### src/rtl/core/rtcctd_pkg.sv
// ----------------------------------------------------------------------------
// rtcctd_pkg
// Shared types, constants and helper functions for the consistent RTC time
// decoder: snapshot and result layouts, status bits, BCD and hour helpers.
// ----------------------------------------------------------------------------
package rtcctd_pkg;

   localparam int unsigned BYTE_W       = 8;
   localparam int unsigned YEAR_W       = 16;
   localparam int unsigned CUR_YEAR_W   = 14;
   localparam int unsigned YEAR_QUOT_W  = 8;
   localparam int unsigned CSR_INDEX_W  = 2;
   localparam int unsigned CSR_DATA_W   = CUR_YEAR_W;

   // register indexes
   localparam logic [CSR_INDEX_W-1:0] CSR_CENTURY_PRESENT = 2'd0;
   localparam logic [CSR_INDEX_W-1:0] CSR_PIVOT_YEAR      = 2'd1;

   // reset values
   localparam logic [CUR_YEAR_W-1:0]  CUR_YEAR_RESET  = 14'd2018;
   localparam logic [YEAR_QUOT_W-1:0] YEAR_QUOT_RESET = 8'd20;

   // divide by 100 as multiply by reciprocal, exact below 2**14
   localparam int unsigned DIV100_MUL   = 5243;
   localparam int unsigned DIV100_SHIFT = 19;
   localparam int unsigned DIV100_PROD_W = 32;

   // status register b bits
   localparam int unsigned STATUS_BINARY_BIT = 2;
   localparam int unsigned STATUS_H24_BIT    = 1;

   localparam int unsigned PM_BIT   = 7;
   localparam logic [BYTE_W-1:0] HOURS_PER_HALF = 8'd12;
   localparam logic [YEAR_W-1:0] YEARS_PER_CENTURY = 16'd100;

   typedef struct packed {
      logic [BYTE_W-1:0] century;
      logic [BYTE_W-1:0] year;
      logic [BYTE_W-1:0] month;
      logic [BYTE_W-1:0] day;
      logic [BYTE_W-1:0] hour;
      logic [BYTE_W-1:0] minute;
      logic [BYTE_W-1:0] second;
   } snap_type;

   typedef struct packed {
      logic [BYTE_W-1:0] second;
      logic [BYTE_W-1:0] minute;
      logic [BYTE_W-1:0] hour;
      logic [BYTE_W-1:0] day;
      logic [BYTE_W-1:0] month;
      logic [YEAR_W-1:0] full_year;
   } result_type;

   typedef struct packed {
      logic                   century_present;
      logic [CUR_YEAR_W-1:0]  pivot_year;
      logic [YEAR_QUOT_W-1:0] year_quot;
   } cfg_type;

   // low nibble plus ten times high nibble, wrapped to a byte
   function automatic logic [BYTE_W-1:0] bcd_byte(input logic [BYTE_W-1:0] v);
      logic [BYTE_W-1:0] tens;
      tens = {4'd0, v[7:4]};
      return 8'({4'd0, v[3:0]} + 8'(tens * 8'd10));
   endfunction

   // remainder by twelve for a 7-bit value
   function automatic logic [6:0] mod12(input logic [6:0] v);
      logic [6:0] r;
      r = v;
      if (r >= 7'd96) r = r - 7'd96;
      if (r >= 7'd48) r = r - 7'd48;
      if (r >= 7'd24) r = r - 7'd24;
      if (r >= 7'd12) r = r - 7'd12;
      return r;
   endfunction

endpackage

### src/rtl/core/rtcctd_decode.sv
// ----------------------------------------------------------------------------
// rtcctd_decode
// Decodes one raw clock snapshot: BCD to binary unless binary mode is set, 12-hour to 24-hour form
// and the full year from the century byte or the reference year.
// ----------------------------------------------------------------------------
module rtcctd_decode (
   input  rtcctd_pkg::snap_type                     snap,
   input  logic [rtcctd_pkg::BYTE_W-1:0]            status_b,
   input  rtcctd_pkg::cfg_type                      cfg,
   output rtcctd_pkg::result_type                   result
);

   logic                               binary_mode;
   logic                               h24_mode;
   logic [rtcctd_pkg::BYTE_W-1:0]      sec_dec;
   logic [rtcctd_pkg::BYTE_W-1:0]      min_dec;
   logic [rtcctd_pkg::BYTE_W-1:0]      hour_bcd;
   logic [rtcctd_pkg::BYTE_W-1:0]      hour_dec;
   logic [rtcctd_pkg::BYTE_W-1:0]      hour_24;
   logic [rtcctd_pkg::BYTE_W-1:0]      day_dec;
   logic [rtcctd_pkg::BYTE_W-1:0]      mon_dec;
   logic [rtcctd_pkg::BYTE_W-1:0]      year_dec;
   logic [rtcctd_pkg::BYTE_W-1:0]      cen_dec;
   logic [rtcctd_pkg::YEAR_W-1:0]      year_cen;
   logic [rtcctd_pkg::YEAR_W-1:0]      year_win;
   logic [rtcctd_pkg::YEAR_W-1:0]      year_win_adj;

   assign binary_mode = status_b[rtcctd_pkg::STATUS_BINARY_BIT];
   assign h24_mode    = status_b[rtcctd_pkg::STATUS_H24_BIT];

   // hour tens use bits 6..4 only, pm bit kept
   assign hour_bcd = {snap.hour[rtcctd_pkg::PM_BIT],
                      7'({3'd0, snap.hour[3:0]} + 7'(snap.hour[6:4] * 7'd10))};

   assign sec_dec  = binary_mode ? snap.second : rtcctd_pkg::bcd_byte(snap.second);
   assign min_dec  = binary_mode ? snap.minute : rtcctd_pkg::bcd_byte(snap.minute);
   assign hour_dec = binary_mode ? snap.hour   : hour_bcd;
   assign day_dec  = binary_mode ? snap.day    : rtcctd_pkg::bcd_byte(snap.day);
   assign mon_dec  = binary_mode ? snap.month  : rtcctd_pkg::bcd_byte(snap.month);
   assign year_dec = binary_mode ? snap.year   : rtcctd_pkg::bcd_byte(snap.year);
   assign cen_dec  = binary_mode ? snap.century : rtcctd_pkg::bcd_byte(snap.century);

   always_comb begin
      hour_24 = hour_dec;
      if (!h24_mode && hour_dec[rtcctd_pkg::PM_BIT]) begin
         hour_24 = 8'({1'b0, rtcctd_pkg::mod12(hour_dec[6:0])})
                   + rtcctd_pkg::HOURS_PER_HALF;
      end
   end

   assign year_cen = 16'(year_dec) + 16'(16'(cen_dec) * rtcctd_pkg::YEARS_PER_CENTURY);
   assign year_win = 16'(year_dec)
                     + 16'(16'(cfg.year_quot) * rtcctd_pkg::YEARS_PER_CENTURY);

   always_comb begin
      year_win_adj = year_win;
      if (year_win < 16'(cfg.pivot_year)) begin
         year_win_adj = year_win + rtcctd_pkg::YEARS_PER_CENTURY;
      end
   end

   assign result.second    = sec_dec;
   assign result.minute    = min_dec;
   assign result.hour      = hour_24;
   assign result.day       = day_dec;
   assign result.month     = mon_dec;
   assign result.full_year = cfg.century_present ? year_cen : year_win_adj;

endmodule

### src/rtl/core/rtc_consistent_time_decode.sv
// ----------------------------------------------------------------------------
// rtc_consistent_time_decode
// Accepts raw clock snapshots, drops busy ones, and emits the decoded time
// once two non-busy snapshots in a row agree.
// ----------------------------------------------------------------------------
//   channel   ports   direction   content
//   req       req_*   in          busy flag, raw clock bytes, status b
//   rsp       rsp_*   out         decoded time and full year
//   csr       csr_*   in          century_present, pivot year
//
// one snapshot per cycle while req_ready stays high; a snapshot is held in the input
// register and its result is registered in the output register
// while a result waits, snapshots that complete no read still pass through;
// one that completes a read holds the input register and drops req_ready
// synchronous reset clears valid flags and the held-snapshot flag, and resets the csrs
// ----------------------------------------------------------------------------
module rtc_consistent_time_decode (
   input  logic                                    clock,
   input  logic                                    reset,

   input  logic                                    req_valid,
   output logic                                    req_ready,
   input  logic                                    req_update_busy,
   input  logic [rtcctd_pkg::BYTE_W-1:0]           req_raw_second,
   input  logic [rtcctd_pkg::BYTE_W-1:0]           req_raw_minute,
   input  logic [rtcctd_pkg::BYTE_W-1:0]           req_raw_hour,
   input  logic [rtcctd_pkg::BYTE_W-1:0]           req_raw_day,
   input  logic [rtcctd_pkg::BYTE_W-1:0]           req_raw_month,
   input  logic [rtcctd_pkg::BYTE_W-1:0]           req_raw_year,
   input  logic [rtcctd_pkg::BYTE_W-1:0]           req_raw_century,
   input  logic [rtcctd_pkg::BYTE_W-1:0]           req_status_b,

   output logic                                    rsp_valid,
   input  logic                                    rsp_ready,
   output logic [rtcctd_pkg::BYTE_W-1:0]           rsp_second,
   output logic [rtcctd_pkg::BYTE_W-1:0]           rsp_minute,
   output logic [rtcctd_pkg::BYTE_W-1:0]           rsp_hour,
   output logic [rtcctd_pkg::BYTE_W-1:0]           rsp_day,
   output logic [rtcctd_pkg::BYTE_W-1:0]           rsp_month,
   output logic [rtcctd_pkg::YEAR_W-1:0]           rsp_full_year,

   input  logic                                    csr_write_en,
   input  logic [rtcctd_pkg::CSR_INDEX_W-1:0]      csr_index,
   input  logic [rtcctd_pkg::CSR_DATA_W-1:0]       csr_wdata
);

   logic                                  s1_valid_ff, s1_valid_in;
   logic                                  s1_busy_ff;
   rtcctd_pkg::snap_type                  s1_snap_ff;
   logic [rtcctd_pkg::BYTE_W-1:0]         s1_status_ff;

   rtcctd_pkg::snap_type                  prev_snap_ff, prev_snap_in;
   logic                                  have_prev_ff, have_prev_in;

   logic                                  rsp_valid_ff, rsp_valid_in;
   rtcctd_pkg::result_type                rsp_data_ff;

   logic                                  century_present_ff, century_present_in;
   logic [rtcctd_pkg::CUR_YEAR_W-1:0]     pivot_year_ff, pivot_year_in;
   logic [rtcctd_pkg::YEAR_QUOT_W-1:0]    year_quot_ff, year_quot_in;
   logic [rtcctd_pkg::DIV100_PROD_W-1:0]  quot_prod;

   rtcctd_pkg::cfg_type                   cfg;
   rtcctd_pkg::result_type                dec_result;

   logic                                  req_xfer;
   logic                                  rsp_xfer;
   logic                                  out_free;
   logic                                  snap_match;
   logic                                  s1_emit;
   logic                                  s1_done;

   assign req_xfer = req_valid && req_ready;
   assign rsp_xfer = rsp_valid_ff && rsp_ready;
   assign out_free = !rsp_valid_ff || rsp_ready;

   // compare against held snapshot, century only when present
   assign snap_match = (s1_snap_ff.second == prev_snap_ff.second)
                    && (s1_snap_ff.minute == prev_snap_ff.minute)
                    && (s1_snap_ff.hour   == prev_snap_ff.hour)
                    && (s1_snap_ff.day    == prev_snap_ff.day)
                    && (s1_snap_ff.month  == prev_snap_ff.month)
                    && (s1_snap_ff.year   == prev_snap_ff.year)
                    && (!century_present_ff
                        || (s1_snap_ff.century == prev_snap_ff.century));

   assign s1_emit   = s1_valid_ff && !s1_busy_ff && have_prev_ff && snap_match;
   assign s1_done   = s1_valid_ff && (!s1_emit || out_free);
   assign req_ready = !s1_valid_ff || s1_done;

   always_comb begin
      s1_valid_in  = req_xfer || (s1_valid_ff && !s1_done);
      prev_snap_in = prev_snap_ff;
      have_prev_in = have_prev_ff;
      if (s1_done && !s1_busy_ff) begin
         if (s1_emit) begin
            have_prev_in = 1'b0;
         end else begin
            prev_snap_in = s1_snap_ff;
            have_prev_in = 1'b1;
         end
      end
      rsp_valid_in = (rsp_valid_ff && !rsp_xfer) || (s1_done && s1_emit);
   end

   always_ff @(posedge clock) begin
      if (reset) begin
         s1_valid_ff  <= 1'b0;
         have_prev_ff <= 1'b0;
         rsp_valid_ff <= 1'b0;
      end else begin
         s1_valid_ff  <= s1_valid_in;
         have_prev_ff <= have_prev_in;
         rsp_valid_ff <= rsp_valid_in;
      end
   end

   always_ff @(posedge clock) begin
      if (req_xfer) begin
         s1_busy_ff         <= req_update_busy;
         s1_snap_ff.second  <= req_raw_second;
         s1_snap_ff.minute  <= req_raw_minute;
         s1_snap_ff.hour    <= req_raw_hour;
         s1_snap_ff.day     <= req_raw_day;
         s1_snap_ff.month   <= req_raw_month;
         s1_snap_ff.year    <= req_raw_year;
         s1_snap_ff.century <= req_raw_century;
         s1_status_ff       <= req_status_b;
      end
      prev_snap_ff <= prev_snap_in;
      if (s1_done && s1_emit) begin
         rsp_data_ff <= dec_result;
      end
   end

   // csr writes; pivot year / 100 kept alongside for year windowing
   assign quot_prod = rtcctd_pkg::DIV100_PROD_W'(csr_wdata)
                      * rtcctd_pkg::DIV100_PROD_W'(rtcctd_pkg::DIV100_MUL);

   always_comb begin
      century_present_in = century_present_ff;
      pivot_year_in      = pivot_year_ff;
      year_quot_in       = year_quot_ff;
      if (csr_write_en) begin
         case (csr_index)
            rtcctd_pkg::CSR_CENTURY_PRESENT: begin
               century_present_in = csr_wdata[0];
            end
            rtcctd_pkg::CSR_PIVOT_YEAR: begin
               pivot_year_in = csr_wdata;
               year_quot_in  = rtcctd_pkg::YEAR_QUOT_W'(
                                  quot_prod >> rtcctd_pkg::DIV100_SHIFT);
            end
            default: begin
            end
         endcase
      end
   end

   always_ff @(posedge clock) begin
      if (reset) begin
         century_present_ff <= 1'b0;
         pivot_year_ff      <= rtcctd_pkg::CUR_YEAR_RESET;
         year_quot_ff       <= rtcctd_pkg::YEAR_QUOT_RESET;
      end else begin
         century_present_ff <= century_present_in;
         pivot_year_ff      <= pivot_year_in;
         year_quot_ff       <= year_quot_in;
      end
   end

   assign cfg.century_present = century_present_ff;
   assign cfg.pivot_year      = pivot_year_ff;
   assign cfg.year_quot       = year_quot_ff;

   rtcctd_decode u_decode (
      .snap     (s1_snap_ff),
      .status_b (s1_status_ff),
      .cfg      (cfg),
      .result   (dec_result)
   );

   assign rsp_valid     = rsp_valid_ff;
   assign rsp_second    = rsp_data_ff.second;
   assign rsp_minute    = rsp_data_ff.minute;
   assign rsp_hour      = rsp_data_ff.hour;
   assign rsp_day       = rsp_data_ff.day;
   assign rsp_month     = rsp_data_ff.month;
   assign rsp_full_year = rsp_data_ff.full_year;

endmodule

### config.mk
export PLATFORM = sky130hd
export DESIGN_NAME = rtc_consistent_time_decode
export DESIGN_NICKNAME = d
export VERILOG_FILES = /design/src/rtl/core/rtcctd_pkg.sv /design/src/rtl/core/rtcctd_decode.sv /design/src/rtl/core/rtc_consistent_time_decode.sv
export SDC_FILE = /design/constraint.sdc
export NUM_CORES = 1
export LEC_CHECK = 0
export BUFFER_PORTS_ARGS = -buffer_cell sky130_fd_sc_hd__buf_2
export CORE_UTILIZATION = 45
export CTS_BUF_LIST = sky130_fd_sc_hd__clkbuf_16
export DETAILED_ROUTE_END_ITERATION = 16
export GPL_TIMING_DRIVEN = 0
export HOLD_SLACK_MARGIN = 0.1
export PLACE_DENSITY = 0.65
export SYNTH_ARGS = -nofsm -noshare
export SYNTH_HDL_FRONTEND = slang
export SYNTH_HIERARCHICAL = 1
export SYNTH_SLANG_ARGS = --single-unit
### constraint.sdc
create_clock -name clock -period 6.2 [get_ports clock]
set_input_delay 1.24 -clock clock [delete_from_list [all_inputs] [get_ports clock]]
set_output_delay 1.24 -clock clock [all_outputs]
set_load 0.005 [all_outputs]
==> results of run 1 <==
## where the power goes
part / leakage (nW) / switching, mW / internal [mW]
sequential: 1.83 / 0.0824 / 1.61
combinational: 6.03 / 2.95 / 2.11
clock: 0.302 / 0.548 / 0.616
total: 8.15 / 3.58 / 4.34
## cells in the final DEF (no fill, tap or decap), types with 27 or more instances in the layout
master    count
inv_1       184
o21ai_0      68
nor2_1       52
edfxtp_1    171
o211ai_1     27
a21oi_1      60
xnor2_1      48
nand3_1      27
fa_1         84
ha_1        229
nand2_1     125
nor4_1       30
buf_2       140
xor2_1       85
## flip-flops by register name, indices dropped and copies added (netlist names), 2 cells and up
| signal | flops |
|---|---|
| rsp_minute | 8 |
| s1_snap_ff | 56 |
| s1_status_ff | 2 |
| rsp_hour | 8 |
| prev_snap_ff | 56 |
| rsp_full_year | 16 |
| year_quot_ff | 8 |
| pivot_year_ff | 14 |
| rsp_month | 8 |
| rsp_second | 8 |
| rsp_day | 8 |
## per-stage QoR
stage / instance area [sq um] / total power [mW] / TNS [ps] / cells
floorplan: 16300 / 5.31 / 0 / 1536
global placement: 17600 / 6.34 / -9230 / 2133
detailed placement: 17600 / 6.44 / -11610 / 2134
CTS: 18300 / 7.67 / 0 / 2169
global route: 18400 / 8.63 / -15.3 / 2180
finish: 18400 / 7.92 / 0 / 2182
## tightest hold or removal path: cells and delay by family (launching register included)
kind / cells / cell delay (ps)
and+or+nand+nor: 1 / 50
AOI/OAI and AO/OA: 1 / 50
DFF: 1 / 320
## worst max-delay path by stage
stage,end,slack [ps],cells after the start
4_1_cts,rsp_full_year[12],10,23
3_3_place_gp,rsp_full_year[12],-950,22
2_1_floorplan,rsp_hour[4],260,23
3_5_place_dp,rsp_full_year[12],-1090,22
6_report,rsp_hour[4],240,23
5_1_grt,rsp_full_year[12],-20,18
## repair_timing
| item | in CTS | in global routing |
|---|---|---|
| buffers inserted | 3 | 10 |
| pin swaps | 0 | 2 |
| endpoints found under the setup margin | 20 | 18 |
| resized for setup | 13 | 19 |
## cell type report
type / instances / area, sq um / share of cell area (%)
multi-input cells: 1122 / 9870 / 53.7
flip-flops and latches: 197 / 5660 / 30.7
repair buffers: 150 / 798 / 4.34
inverters: 184 / 691 / 3.75
well taps: 461 / 577 / 3.13
clock buffers: 17 / 425 / 2.31
clock inverters: 15 / 190 / 1.03
plain buffers: 33 / 185 / 1.01
diodes: 3 / 7.51 / 0.0408
## routing by layer
metal	track usage, %	up-vias	wire (um)
li1	-	5844	-
met1	30.1	5768	18100
met2	33.4	298	17200
met3	2.75	23	1800
met4	4.66	0	460
met5	0	-	0
==> results.json, run 1 <==
{
  "path_buf_inv": 3,
  "syn_inst": 1536,
  "tightest_slew_ps": 924,
  "hold_buffers": 0,
  "path_cells": "ha_1 -> ha_1 -> ha_1 -> o211ai_1 -> or4b_4 -> and3_4 -> o211ai_2 -> ha_1 -> clkbuf_4 -> o21ai_0 -> o41a_1 -> ha_4 -> o21bai_1 -> o21bai_4 -> xnor2_1 -> ha_1 -> inv_2 -> nor3_1 -> or3_4 -> or4b_4 -> buf_6 -> o311a_1 -> o31a_1",
  "clk_latency_ps": 440,
  "syn_area_sq_um": 16300,
  "fillers": 3237,
  "grt_antenna_before_repair": 3,
  "yosys_warnings": 6,
  "die_area_sq_um": 37000,
  "areaGrowthSynthToFinish_pct": 12.9,
  "drive_gt1_share_pct": 14.6,
  "min_to": "pivot_year_ff[13]",
  "hpwl_um": 29900,
  "std_cell_rows": 69,
  "max-vdd-ir-drop_mv": 0.294,
  "htree_num_levels": 4,
  "cp_max_fo": 10,
  "clock-sinks": 197,
  "post-route-period-util_pct": 96.1,
  "grt_pass1_wl_um": 59900,
  "drt_iter0_markers": 660,
  "tritoncts": "yes",
  "cts_buffers": 17,
  "max_freq_ghz": 0.168,
  "grt_usage_pct": 20.9,
  "maxSlewHeadroom_pct": 38.4,
  "pin_count": 144,
  "outcome": "finished clean",
  "floorplan.initialDensity_pct": 45.8,
  "cp_slowest_cell": "or4b_4",
  "drc_errors": 0,
  "setup.worst_path.start_class": "flip-flop",
  "cp_common_cell": "ha_1",
  "hp-class": "reg -> reg",
  "worstPathArrival_ps": 6150,
  "grt_max_degree": 60,
  "hp-start": "pivot_year_ff[13]",
  "cp_slowest_stage_delay_ps": 520,
  "dr.pass1.iters": 6,
  "critical-path-top-delay-family": "simple AND/OR/NAND/NOR gates",
  "gp_congestion": 0.905,
  "place_ws_ps": -1090,
  "grt_remaining_overflow": 0,
  "drt-wirelength-per-cell_um": 17.2,
  "slew_violations": 0,
  "finalSetupViolCount": 0,
  "vias": 11900,
  "portBuffers": 136,
  "fin_crit_ps": 5960,
  "core_area_sq_um": 35600,
  "finalWirelength_um": 37600,
  "cp-end-kind": "flip-flop",
  "power_density_nw_per_um2": 430,
  "syn_avg_cell_area_sq_um": 10.6,
  "layout.nets": 2106,
  "required_ps": 6390,
  "clockBufferDepth": 2,
  "worst-setup-path-type": "reg -> reg",
  "timing.hold.ws_ps": 460,
  "finalClockSkew_ps": 12.9,
  "vias_per_cell": 5.47,
  "r2r_start": "s1_snap_ff[20]",
  "reg2reg_to": "rsp_hour[4]",
  "critPathLaunch": "s1_snap_ff[20]",
  "reg2reg_setup_slack_ps": 240,
  "die_w_um": 192,
  "finalWorstSetupSlack_ps": 244,
  "die_h_um": 192,
  "fin_util_pct": 51.7,
  "max_cap_viol_count": 0,
  "grt_pass1_vias": 11600,
  "path_clk_slew_ps": 80,
  "whs_path_depth": 2,
  "syn_nets": 1937,
  "r2r_cells": 23,
  "hold_viol_final": 0,
  "leakage_nw": 8.15,
  "cts-root-buf": "clkbuf_16",
  "ant_nets": 0
}
Note: power is estimated with default switching activity, not from simulation.
==> inputs of run 2 (changes only) <==
Settings changed: PLACE_DENSITY 0.65 to default.
Clock period 6.2 ns to 6.82 ns, I/O delays scaled along.
==> run 2 against run 1 <==
Net effect: sequential cell count is the same; worst hold slack improved by 0.91 ps; non-clock buffer count shrank 11; utilization decreased by 0.45 points; register-to-register slack gained 270 ps; via count down 0.91%; global-route usage is 0.077 points lower; clock power is 9% lower; worst setup slack improved by 270 ps; cell count down 0.50%; fmax fell by 5.6%; clock skew is 11 ps higher.
==> results.json, run 2 (same netlist as run 1, synthesis figures left out) <==
{
  "layout_commonest_cell": "ha_1",
  "cp_max_fo": 10,
  "ant_nets": 0,
  "switching_power_mw": 3.21,
  "max_cap_viol_count": 0,
  "layout_common_cells": "ha_1 (230), inv_1 (184), edfxtp_1 (171)",
  "outcome": "finished clean",
  "wl_met3_um": 1490,
  "tightest_slew_ps": 922,
  "crit_end": "rsp_hour[4]",
  "worst-setup-path-type": "reg -> reg",
  "rsz0062_at_grt": "false",
  "p_total_mw": 6.94,
  "fillers": 3273,
  "r2r_start": "s1_snap_ff[20]",
  "drt-wirelength-per-cell_um": 17.3,
  "cts-root-buf": "clkbuf_16",
  "die_h_um": 192,
  "htree_num_levels": 4,
  "fin_crit_ps": 6310,
  "hp-class": "reg -> reg",
  "cp-end-kind": "flip-flop",
  "setup.worst_path.start_class": "flip-flop",
  "die_w_um": 192,
  "critPathLaunch": "s1_snap_ff[20]",
  "reg2reg_to": "rsp_hour[4]",
  "p_comb_share_pct": 62.8,
  "core_area_sq_um": 35600,
  "grt_remaining_overflow": 0,
  "dr.pass1.iters": 5,
  "worstPathArrival_ps": 6520,
  "max-vdd-ir-drop_mv": 0.247,
  "grt_pass1_wl_um": 59700,
  "gp_congestion": 0.900,
  "drc_errors": 0,
  "finalSetupViolCount": 0,
  "vias_per_cell": 5.45,
  "leakage_nw": 8.08,
  "grt_pass1_vias": 11500,
  "required_ps": 7030,
  "power_density_nw_per_um2": 381,
  "finalClockSkew_ps": 24.3,
  "std_cell_rows": 69,
  "hold_viol_final": 0,
  "seq_area_sq_um": 5660,
  "grt_max_degree": 60,
  "slew_violations": 0,
  "route.met2.wl_um": 16900,
  "pin_count": 144,
  "p_sw_share_pct": 46.3,
  "die_area_sq_um": 37000,
  "wl_met1_um": 18600,
  "clkPwrFrac_pct": 15.1,
  "tritoncts": "yes",
  "clk_latency_ps": 460,
  "path_clk_slew_ps": 80,
  "dr.max_layer_used": "met5",
  "power_frac_seq_pct": 22.1,
  "multiInputGateArea_sq_um": 9810,
  "r2r_cells": 25,
  "drt_iter0_markers": 511,
  "portBuffers": 136,
  "drive_gt1_share_pct": 13.7,
  "power.internal_mw": 3.73,
  "cts_buffers": 17,
  "dpl-instance-area_sq_um": 17600,
  "hold_buffers": 0,
  "maxSlewHeadroom_pct": 38.5,
  "floorplan.initialDensity_pct": 45.8,
  "finalWirelength_um": 37500,
  "clock-sinks": 197,
  "reg2reg_setup_slack_ps": 510,
  "grt_antenna_before_repair": 4,
  "clockBufferDepth": 2,
  "layout.nets": 2095,
  "vias": 11800,
  "hpwl_um": 29900,
  "areaGrowthSynthToFinish_pct": 11.9,
  "hp-start": "pivot_year_ff[13]",
  "grt_usage_pct": 20.8,
  "post-route-period-util_pct": 92.5,
  "max_freq_ghz": 0.158,
  "final_area_sq_um": 18200
}
run 2: changes by cell type in the layout (fill, tap and decap cells not counted), sizes merged:
| cell | change |
|---|---|
| clkbuf | +3 |
| buf | -14 |
| inv | -1 |
| clkinv | +2 |
| bufinv | -1 |
run 2: power groups by stage:
stage	Clock, mW	Sequential, mW	Combinational [mW]
floorplan	0	1.54	3.29
global placement	0	1.57	4.22
detailed placement	0	1.57	4.30
CTS	1.07	1.54	4.33
global route	1.12	1.55	4.95
finish	1.05	1.54	4.36
run 2: final cells by class:
cell class / instances / share of cell area [%]
plain buffers: 33 / 0.960
clock inverters: 15 / 0.995
repair buffers: 139 / 3.92
diodes: 3 / 0.0412
inverters: 184 / 3.79
well taps: 461 / 3.16
flip-flops and latches: 197 / 31.0
multi-input cells: 1122 / 53.8
clock buffers: 17 / 2.33
run 2: layer usage:
| layer | vias to the layer above | GRT usage [%] |
|---|---|---|
| met5 | - | 0 |
| met4 | 4 | 4.78 |
| met3 | 32 | 3.06 |
| met2 | 241 | 33.3 |
| met1 | 5725 | 29.8 |
| li1 | 5822 | - |
run 2: worst max-delay path: stages, from the launching register on:
cell,delay (ps)
edfxtp_1,520
ha_1,340
ha_1,360
nor2b_1,160
o21ai_1,230
xnor2_1,170
o211ai_2,220
inv_1,70
ha_1,180
inv_1,60
ha_1,220
clkbuf_2,250
o21ai_0,130
o41a_1,370
ha_2,240
o21bai_1,190
o21bai_2,310
xnor2_1,210
ha_1,280
inv_1,140
nor3_1,60
or3_4,340
or4b_4,520
buf_6,150
o311a_1,100
o31a_1,230
run 2: how the worst min path moves through the flow:
stage | to | slack (ps) | cells past startpoint
2_1_floorplan | pivot_year_ff[11] | 440 | 2
3_3_place_gp | pivot_year_ff[0] | 450 | 2
3_5_place_dp | pivot_year_ff[0] | 450 | 2
4_1_cts | pivot_year_ff[0] | 460 | 2
5_1_grt | pivot_year_ff[0] | 480 | 2
6_report | pivot_year_ff[13] | 460 | 2
run 2: repair_timing:
item	4_1_cts	5_1_grt
endpoints found under the setup margin	7	17
buffers inserted	0	2
resized for setup	2	13
endpoints found under the hold margin	0	0
run 2: per-stage QoR:
step / setup TNS (ps) / cells / setup slack (ps) / hold WS, ps / util (%)
after floorplan: 0 / 1536 / 882 / 436 / -
after global routing: 0 / 2169 / 73.4 / 475 / 51.3
after global placement: -447 / 2133 / -301 / 450 / 49.4
after CTS: 0 / 2166 / 1.47 / 463 / 51.2
final: 0 / 2171 / 509 / 461 / 51.3
after detailed placement: -733 / 2134 / -378 / 452 / 49.5
==> inputs of run 3 (changes only) <==
Settings changed: ABC_AREA from default to 1.
==> run 3 against run 2 <==
Net effect: clock skew fell by 5.4 ps; sequential cell count did not move; count of clock-buffer cells in the layout rose by 1; largest power group unchanged.
==> results.json, run 3 <==
{
  "tightest_slew_ps": 889,
  "layout.cells.non_filler": 2530,
  "drt_iter0_markers": 686,
  "floorplan.initialDensity_pct": 46.2,
  "fin_crit_ps": 5690,
  "grt_remaining_overflow": 0,
  "place_ws_ps": 1070,
  "areaGrowthSynthToFinish_pct": 11.7,
  "hp-class": "reg -> reg",
  "worstPathArrival_ps": 5830,
  "pin_count": 144,
  "slew_violations": 0,
  "r2r_cells": 24,
  "hp-start": "pivot_year_ff[8]",
  "cts_resized": 0,
  "syn_area_sq_um": 16600,
  "clk_latency_ps": 450,
  "yosys_warnings": 6,
  "vias_per_cell": 5.05,
  "syn_avg_cell_area_sq_um": 8.74,
  "cts-root-buf": "clkbuf_16",
  "clock-sinks": 197,
  "portBuffers": 137,
  "placed_cells": 2497,
  "required_ps": 6960,
  "cp_max_fo": 10,
  "reg2reg_setup_slack_ps": 1130,
  "finalClockSkew_ps": 18.9,
  "clockBufferDepth": 2,
  "syn_nets": 2297,
  "drive_gt1_share_pct": 11.5,
  "critPathLaunch": "s1_status_ff[2]",
  "cts_setup_buffers": 0,
  "final_area_sq_um": 18500,
  "finalWorstSetupSlack_ps": 1130,
  "grt_pass1_vias": 12800,
  "drt-wirelength-per-cell_um": 15.5,
  "gp_congestion": 0.829,
  "die_h_um": 194,
  "tns_ps": 0,
  "layout_common_cells": "nand2_1 (394), inv_1 (341), ha_1 (231)",
  "hold_viol_final": 0,
  "max-vdd-ir-drop_mv": 0.187,
  "max_freq_ghz": 0.176,
  "r2r_start": "s1_status_ff[2]",
  "maxSlewHeadroom_pct": 40.7,
  "rsz0062_at_grt": "false",
  "hpwl_um": 31500,
  "ant_nets": 0,
  "cp-end-kind": "flip-flop",
  "post-route-period-util_pct": 83.5,
  "path_clk_slew_ps": 80,
  "grt_usage_pct": 21.9,
  "layout_commonest_cell": "nand2_1",
  "max_cap_viol_count": 0,
  "leakage_nw": 9.28,
  "std_cell_rows": 69,
  "cts_buffers": 17,
  "outcome": "finished clean",
  "tritoncts": "yes",
  "layout.nets": 2456,
  "setup.worst_path.start_class": "flip-flop",
  "grt_antenna_before_repair": 1,
  "power_density_nw_per_um2": 309,
  "multiInputGateArea_sq_um": 9480,
  "die_area_sq_um": 37600,
  "worst-setup-path-type": "reg -> reg",
  "reg2reg_to": "rsp_full_year[3]",
  "grt_pass1_wl_um": 64500,
  "grt_max_degree": 43,
  "finalWirelength_um": 39300,
  "vias": 12800,
  "die_w_um": 194,
  "core_area_sq_um": 35900,
  "crit_end": "rsp_full_year[3]",
  "fillers": 3340,
  "hold_buffers": 0,
  "htree_num_levels": 4,
  "dpl-instance-area_sq_um": 17900,
  "dr.pass1.iters": 6,
  "drc_errors": 0,
  "syn_inst": 1896,
  "seq_area_sq_um": 5660,
  "finalSetupViolCount": 0
}
run 3: worst max-delay path: stages (launching register included):
cell and delay [ps]:
edfxtp_1 430, buf_4 240, clkbuf_1 620, buf_1 600, nand2_1 100, nand2_1 140, ha_1 190, inv_1 60
fa_1 400, o21ai_1 250, a21o_1 150, nand2_1 60, nand2_1 60, nand2_1 70, nor2_2 130, xor2_1 410
ha_1 220, nand4_1 90, o221ai_1 240, nand3_1 110, nand2_1 190, buf_2 240, a21oi_1 80, o21ai_0 80
o21ai_0 190
run 3: final cells by class:
type                    instances  share of cell area, %
inverters                     347                   7.03
repair buffers                140                   4.03
clock buffers                  18                   2.43
clock inverters                14                  0.898
flip-flops and latches        197                   30.5
well taps                     461                   3.11
plain buffers                  25                  0.763
multi-input cells            1327                   51.2
diodes                          1                 0.0135
run 3: per-stage QoR:
step | hold slack (ps) | util [%] | power, mW
after global routing | 498 | 51.6 | 6.35
after detailed placement | 455 | 49.8 | 4.69
after floorplan | 429 | - | 3.94
after CTS | 475 | 51.6 | 5.76
final | 473 | 51.6 | 5.73
after global placement | 448 | 49.7 | 4.62
run 3: report_power, final:
| group | internal, mW | total [mW] | switching, mW |
|---|---|---|---|
| clock | 0.522 | 1.05 | 0.525 |
| combinational | 1.18 | 3.22 | 2.04 |
| sequential | 1.40 | 1.46 | 0.0641 |
run 3: how the worst min path moves through the flow:
stage                        end  slack, ps  cells after the start
2_1_floorplan  pivot_year_ff[10]        430                      2
3_3_place_gp        have_prev_ff        450                      2
3_5_place_dp   pivot_year_ff[10]        460                      2
4_1_cts             have_prev_ff        480                      2
5_1_grt         pivot_year_ff[8]        500                      2
6_report        pivot_year_ff[8]        470                      2
run 3: metal layers:
metal,routed length (um),part of all wire [%],global-route usage [%]
met5,0,0,0
met4,784,2.0,6.35
met3,1360,3.5,2.56
met2,18900,48,38.3
met1,18200,46,28.4
